<file path="config.mk">
export PLATFORM = sky130hd
export DESIGN_NAME = tcrs_mod_unit
export DESIGN_NICKNAME = d
export VERILOG_FILES = /design/src/sv/tcrs_mod_unit.sv
export SDC_FILE = /design/constraint.sdc
export NUM_CORES = 1
export LEC_CHECK = 0
export ABC_AREA = 1
export BUFFER_PORTS_ARGS = -buffer_cell sky130_fd_sc_hd__buf_4
export CORE_MARGIN = 2
export CORE_UTILIZATION = 45
export CTS_BUF_LIST = sky130_fd_sc_hd__clkbuf_8
export DETAILED_ROUTE_END_ITERATION = 10
export GPL_ROUTABILITY_DRIVEN = 0
export GPL_TIMING_DRIVEN = 0
export PLACE_DENSITY = 0.71
export SKIP_CTS_REPAIR_TIMING = 1
export SYNTH_ARGS = -nofsm -noshare
export SYNTH_HDL_FRONTEND = slang
export SYNTH_SLANG_ARGS = --single-unit
</file>
<file path="constraint.sdc">
create_clock -name clock -period 3.3 [get_ports clock]
set_input_delay 0.33 -clock clock [delete_from_list [all_inputs] [get_ports clock]]
set_output_delay 0.33 -clock clock [all_outputs]
set_load 0.02 [all_outputs]
</file>
<file path="src/sv/tcrs_mod_unit.sv">
// Restoring remainder, one dividend bit per cycle.
module tcrs_mod_unit #(
   parameter int DIVD_W = 7,
   parameter int DIVS_W = 7
) (
   input  logic              clock,
   input  logic              reset,
   input  logic              req,
   input  logic [DIVD_W-1:0] dividend,
   input  logic [DIVS_W-1:0] divisor,
   output logic              done,
   output logic [DIVS_W-1:0] remainder
);

   localparam int CNT_W = (DIVD_W > 1) ? $clog2(DIVD_W) : 1;

   logic              run_ff, run_in;
   logic              done_ff, done_in;
   logic [CNT_W-1:0]  cnt_ff, cnt_in;
   logic [DIVD_W-1:0] num_ff, num_in;
   logic [DIVS_W-1:0] rem_ff, rem_in;
   logic [DIVS_W:0]   trial;
   logic [DIVS_W:0]   divisor_ext;
   logic              last_step;

   assign divisor_ext = {1'b0, divisor};
   assign trial       = {rem_ff, num_ff[DIVD_W-1]};
   assign last_step   = (cnt_ff == CNT_W'(DIVD_W - 1));

   always_comb begin
      run_in  = run_ff;
      done_in = 1'b0;
      cnt_in  = cnt_ff;
      num_in  = num_ff;
      rem_in  = rem_ff;
      if (run_ff) begin
         num_in = {num_ff[DIVD_W-2:0], 1'b0};
         if (trial >= divisor_ext) begin
            rem_in = DIVS_W'(trial - divisor_ext);
         end else begin
            rem_in = DIVS_W'(trial);
         end
         cnt_in = cnt_ff + CNT_W'(1);
         if (last_step) begin
            run_in  = 1'b0;
            done_in = 1'b1;
         end
      end else if (req && !done_ff) begin
         run_in = 1'b1;
         cnt_in = '0;
         num_in = dividend;
         rem_in = '0;
      end
   end

   always_ff @(posedge clock) begin
      if (reset) begin
         run_ff  <= 1'b0;
         done_ff <= 1'b0;
         cnt_ff  <= '0;
      end else begin
         run_ff  <= run_in;
         done_ff <= done_in;
         cnt_ff  <= cnt_in;
      end
   end

   always_ff @(posedge clock) begin
      num_ff <= num_in;
      rem_ff <= rem_in;
   end

   assign done      = done_ff;
   assign remainder = rem_ff;

endmodule

</file>
==> results of run 1 <==
registers in the layout, summed over array words and instances (netlist names):
signal,cells
num_ff,7
remainder,7
cnt_ff,3
done,1
run_ff,1
stage by stage:
| stage | hold WS, ns | power, uW |
|---|---|---|
| after floorplan | 0.3991 | 502.3 |
| after global placement | 0.4702 | 569.5 |
| after detailed placement | 0.4679 | 576.8 |
| after CTS | 0.2687 | 730.8 |
| after global routing | 0.2706 | 778.7 |
| final | 0.2768 | 721.5 |
power by group:
group	switching [uW]	internal, uW
registers	18.2	287
clock network	69.3	82.5
logic	154	110
metal layers:
metal	GRT usage	part of all wire	vias up
met2	0.2658	0.50	21
met3	0.02074	0.040	2
met5	0	0	-
met1	0.1915	0.45	452
met4	0.07823	0.0044	0
li1	-	-	538
final cells by class:
cell class,instances,share of cell area
Tap cell,31,0.02581
Inverter,30,0.07494
Multi-Input combinational cell,101,0.3988
Buffer,2,0.01082
Clock buffer,3,0.02748
Clock inverter,1,0.002498
Timing Repair Buffer,24,0.1199
Sequential cell,19,0.3397
Yosys cell counts (all sizes together), types with 2 or more instances:
cell type	count
dfxtp	6
inv	30
buf	2
nand4	2
ha	9
a21oi	4
nand3	11
o21ai	2
nor3b	2
nor2	21
xnor2	3
edfxtp	13
nand2	37
a22o	5
critical path, delay by kind of cell (launching register included):
family	cells	cell delay, ns
fa+ha+maj	2	0.56
simple gates	6	0.52
flops	1	0.35
compound gates	1	0.26
buf+inv	2	0.15
path summary, 6_finish.rpt:
check | slack [ns] | end | depth (start not counted)
setup / recovery | 1.30 | remainder[5]$_SDFFCE_PN0P_ | 11
hold / removal | 0.28 | cnt_ff[1]$_SDFFE_PP0P_ | 2
setup reg to reg | 1.30 | remainder[5]$_SDFFCE_PN0P_ | 11
hold reg to reg | 0.48 | num_ff[0]$_SDFFE_PP0P_ | 2
cells by family after synthesis:
| kind of cell | after synthesis | share of synthesized area |
|---|---|---|
| XOR/XNOR | 4 | 0.02829 |
| adder cells (fa/ha/maj) | 10 | 0.1071 |
| buffers and inverters | 32 | 0.1040 |
| flip-flops | 19 | 0.4121 |
| AND/OR/NAND/NOR | 75 | 0.2707 |
| AO/OA/AOI/OAI | 12 | 0.07778 |
layout by cell type, fill, tap and decap left out, types with 2 or more instances in the layout:
cell type  count
inv_1         30
a22o_1         5
xnor2_1        3
nor2_1        21
clkbuf_8       3
dfxtp_1        6
a21oi_1        2
nand4_1        2
edfxtp_1      13
nand3_1       11
nor3b_1        2
nand2_2        2
ha_1           9
buf_4         24
o21ai_0        2
nand2_1       34
==> results.sh, run 1 <==
export IMPL_status="finished clean"
export IMPL_synth_async_sr_flop_share=0
export IMPL_max_freq_mhz=499.4
export IMPL_ys_ff_latch=19
export IMPL_synth_fp_nets=179
export IMPL_drc_errors=0
export IMPL_reg2reg_from="num_ff[6]$_DFFE_PP_"
export IMPL_viasPerCell=4.801
export IMPL_num_vias=1013
export IMPL_rsz0062_at_grt="false"
export IMPL_yosys_warnings=0
export IMPL_tritoncts="built"
export IMPL_end_kind="flop"
export IMPL_hp_class="in -> reg"
export IMPL_cts_buffer_depth=2
export IMPL_relSlewSlack=0.5754
export IMPL_required_ns=3.40
export IMPL_overflow=0
export IMPL_ys_types=25
export IMPL_fin_util=0.5594
export IMPL_cts_sinks=19
export IMPL_setup_worst_path_start="num_ff[6]$_DFFE_PP_"
export IMPL_pre_cts_slack_ns=1.292
export IMPL_cts_buffers=3
export IMPL_synth_area_leaders="edfxtp_1 32%, nand2_1 10%, dfxtp_1 9.7%, ha_1 9.1%, inv_1 8.8%"
export IMPL_synth_yosys_seq_area_share=0.4121
export IMPL_clkLatencyLatePin_ns=0.25
export IMPL_setup_tns_ns=0
export IMPL_die_x_um=56.47
export IMPL_slowest_delay_ns=0.39
export IMPL_rows=19
export IMPL_start_kind="flop"
export IMPL_antenna_found_initial=0
export IMPL_syn_cell_area_um2=1239
export IMPL_hp_start="reset"
export IMPL_place_area_um2=1458
export IMPL_drt_iter0_markers=17
export IMPL_final_area_um2=1503
export IMPL_power_leakage_uw=0.0007721
export IMPL_path_clk_slew_ns=0.06
export IMPL_layoutNonFillerInstCount=211
export IMPL_worst_slack_ns=1.298
export IMPL_synth_top_area_cell="edfxtp_1"
export IMPL_hold_viol_final=0
export IMPL_multi_input_area_um2=599.3
export IMPL_regArea_um2=510.5
export IMPL_grt_max_degree=17
export IMPL_synthToLayoutAreaGrowth_pct=21.31
export IMPL_synth_main_ff_cell="edfxtp_1"
export IMPL_crit_slowest_cell="fa_1"
export IMPL_layout_worst_path_cycle_share=0.6068
export IMPL_pin_count=25
export IMPL_die_area_um2=3188
export IMPL_path_max_fanout=6
export IMPL_maxCapViolCount=0
export IMPL_antenna_cells=0
export IMPL_fin_nets=208
export IMPL_worst_pin_slew_ns=0.6354
export IMPL_wl_per_cell_um=10.67
export IMPL_grt_pass1_wl_um=3967
export IMPL_routed_wl_um=2251
export IMPL_dp_cells=207
export IMPL_post_route_cells_drive_above_1_share=0.2056
export IMPL_ir_drop_mv=0.3985
export IMPL_power_density_nw_per_um2=480.1
export IMPL_worstPathArrival_ns=2.11
export IMPL_crit_type="reg -> reg"
export IMPL_synth_cells=152
export IMPL_cts_max_level=1
export IMPL_dp_hpwl_um=1842
export IMPL_ant_nets=0
export IMPL_port_buffers=24
export IMPL_finClkSkew_ns=0.0006745
export IMPL_grtUsageTotal=0.1559
export IMPL_dieHeight_um=56.47
export IMPL_core_um2=2686
export IMPL_slew_viol_final=0
export IMPL_synth_edf_count=13
export IMPL_netlist_area_leader_share=0.3152
export IMPL_final_fill_count=255
export IMPL_drt_pass1_iter_count=4
export IMPL_cts_root_buf="clkbuf_8"
export IMPL_final_setup_viol_count=0
export IMPL_grt_pass1_vias=989
export IMPL_min_period_ns=2.002
export IMPL_start_util=0.4611
export IMPL_syn_avg_cell_area_um2=8.149
export IMPL_crit_chain="inv_1 -> ha_1 -> inv_1 -> fa_1 -> nand2_1 -> nand2_1 -> nand2_2 -> nand2_2 -> a21oi_2 -> nor2_1 -> nor2_1"
No activity file was read; power rests on OpenSTA's default activity.
==> run 2: changes to the inputs <==
- PLACE_DENSITY: 0.71 -> 0.74
- clock period: 3.3 -> 1.8 ns (I/O delays scaled with it)
==> run 2 against run 1 <==
Effect of this change:
- the run now ends with setup timing left
- sequential share of layout area decreased by 1.4 points
- critical path depth increased by 1
- clock-buffer cell count unchanged
- fmax increased by 4.9%
- via count increased by 2.4%
- register-to-register slack got worse by 1.4 ns
- critical path type unchanged
==> results.sh, run 2 (synthesized netlist as in run 1, its figures left out) <==
export IMPL_status="complete, but fails checks"
export IMPL_violations="setup timing"
export IMPL_slowest_delay_ns=0.40
export IMPL_final_common_cell="nand2_1"
export IMPL_final_setup_viol_count=7
export IMPL_cts_buffers=3
export IMPL_overflow=0
export IMPL_hp_class="in -> reg"
export IMPL_power_density_nw_per_um2=886.8
export IMPL_rsz0062_at_grt="true"
export IMPL_synthToLayoutAreaGrowth_pct=26.36
export IMPL_mostFrequentLayoutCells="31 x nand2_1, 28 x inv_1, 25 x buf_4"
export IMPL_worst_pin_slew_ns=0.6293
export IMPL_setup_tns_ns=-0.6666
export IMPL_antenna_cells=0
export IMPL_setup_worst_path_start="num_ff[6]$_DFFE_PP_"
export IMPL_layout_worst_path_cycle_share=1.060
export IMPL_start_kind="flop"
export IMPL_post_route_cells_drive_above_1_share=0.2541
export IMPL_start_util=0.4611
export IMPL_maxCapViolCount=0
export IMPL_ant_nets=0
export IMPL_fin_util=0.5827
export IMPL_grt_pass1_vias=970
export IMPL_cts_sinks=19
export IMPL_finClkSkew_ns=0.001331
export IMPL_dp_hpwl_um=1870
export IMPL_dp_cells=207
export IMPL_die_x_um=56.47
export IMPL_pin_count=25
export IMPL_worstPathArrival_ns=1.92
export IMPL_drc_errors=0
export IMPL_reg2reg_slack_ns=-0.11
export IMPL_cts_max_level=1
export IMPL_wl_per_cell_um=11.43
export IMPL_path_clk_slew_ns=0.07
export IMPL_path_common_cell="nand2_4"
export IMPL_clkLatencyLatePin_ns=0.25
export IMPL_num_vias=1037
export IMPL_routed_wl_um=2424
export IMPL_relSlewSlack=0.5795
export IMPL_grt_pass1_wl_um=3767
export IMPL_viasPerCell=4.892
export IMPL_reg2reg_from="num_ff[6]$_DFFE_PP_"
export IMPL_antenna_found_initial=0
export IMPL_power_leakage_uw=0.0007873
export IMPL_port_buffers=24
export IMPL_required_ns=1.81
export IMPL_drt_iter0_markers=20
export IMPL_core_um2=2686
export IMPL_total_power_uw=1388
export IMPL_rows=19
export IMPL_drt_pass1_iter_count=4
export IMPL_hp_start="reset"
export IMPL_grt_max_degree=17
export IMPL_cts_root_buf="clkbuf_8"
export IMPL_tritoncts="built"
export IMPL_endpoint="remainder[2]$_SDFFCE_PN0P_"
export IMPL_max_freq_mhz=524.0
export IMPL_timing_rr_end="remainder[2]$_SDFFCE_PN0P_"
export IMPL_crit_type="reg -> reg"
export IMPL_die_area_um2=3188
export IMPL_min_period_ns=1.909
export IMPL_fin_nets=209
export IMPL_hold_slack_ns=0.1187
export IMPL_grtUsageTotal=0.1517
export IMPL_ir_drop_mv=0.7098
export IMPL_end_kind="flop"
export IMPL_crit_chain="inv_2 -> ha_4 -> inv_4 -> fa_2 -> nand2_2 -> nand2_4 -> nand2_4 -> nand2_4 -> nand2_4 -> nand2_4 -> nor2_1 -> nor2_1"
export IMPL_worst_slack_ns=-0.1085
export IMPL_crit_slowest_cell="fa_2"
export IMPL_path_max_fanout=7
export IMPL_layoutNonFillerInstCount=212
export IMPL_slew_viol_final=0
export IMPL_dieHeight_um=56.47
export IMPL_hold_viol_final=0
export IMPL_cts_buffer_depth=2
export IMPL_reg2reg_depth=12
-- run 2: cell count changes in the layout (fill, tap and decap cells not counted), sizes merged --
cell,before,now
buf,26,27
-- run 2: metrics by stage --
stage,instance area (um2),worst slack (ns)
6_report,1565,-0.1085
2_1_floorplan,1239,0.002873
5_1_grt,1565,-0.2255
4_1_cts,1503,-0.2276
3_5_place_dp,1458,-0.2203
3_3_place_gp,1458,-0.1433
-- run 2: layout make-up --
cell class	instances	area [um2]
clock buffers	3	41.29
well taps	31	38.79
inverters	30	115.1
plain buffers	2	16.27
flip-flops and latches	19	510.5
repair buffers	25	187.7
clock inverters	1	3.754
fillers	247	1121
multi-input cells	101	651.9
-- run 2: how the worst min path moves through the flow --
stage	endpoint	slack (ns)	cells past startpoint
after global placement	cnt_ff[1]$_SDFFE_PP0P_	0.38	2
after CTS	cnt_ff[1]$_SDFFE_PP0P_	0.12	2
after global routing	done$_SDFF_PP0_	0.12	2
after floorplan	cnt_ff[1]$_SDFFE_PP0P_	0.25	1
after detailed placement	cnt_ff[1]$_SDFFE_PP0P_	0.39	2
final	cnt_ff[1]$_SDFFE_PP0P_	0.12	2
-- run 2: metal layers --
metal / vias to the layer above / share of wire / track usage
li1: 542 / - / -
met1: 457 / 0.41 / 0.1711
met2: 31 / 0.51 / 0.2625
met3: 7 / 0.053 / 0.02304
met4: 0 / 0.026 / 0.09864
met5: - / 0 / 0
-- run 2: report_power, final --
part	internal [uW]	switching, uW	leakage, uW
Clock	151	133	0.0000269
Sequential	527	34.1	0.000187
Combinational	226	317	0.000573
Total	904	484	0.000787
-- run 2: critical path, delay by kind of cell (launching register included) --
family	cells	cell delay [ns]
fa+ha+maj	2	0.55
buf+inv	2	0.13
flops	1	0.37
simple gates	8	0.62
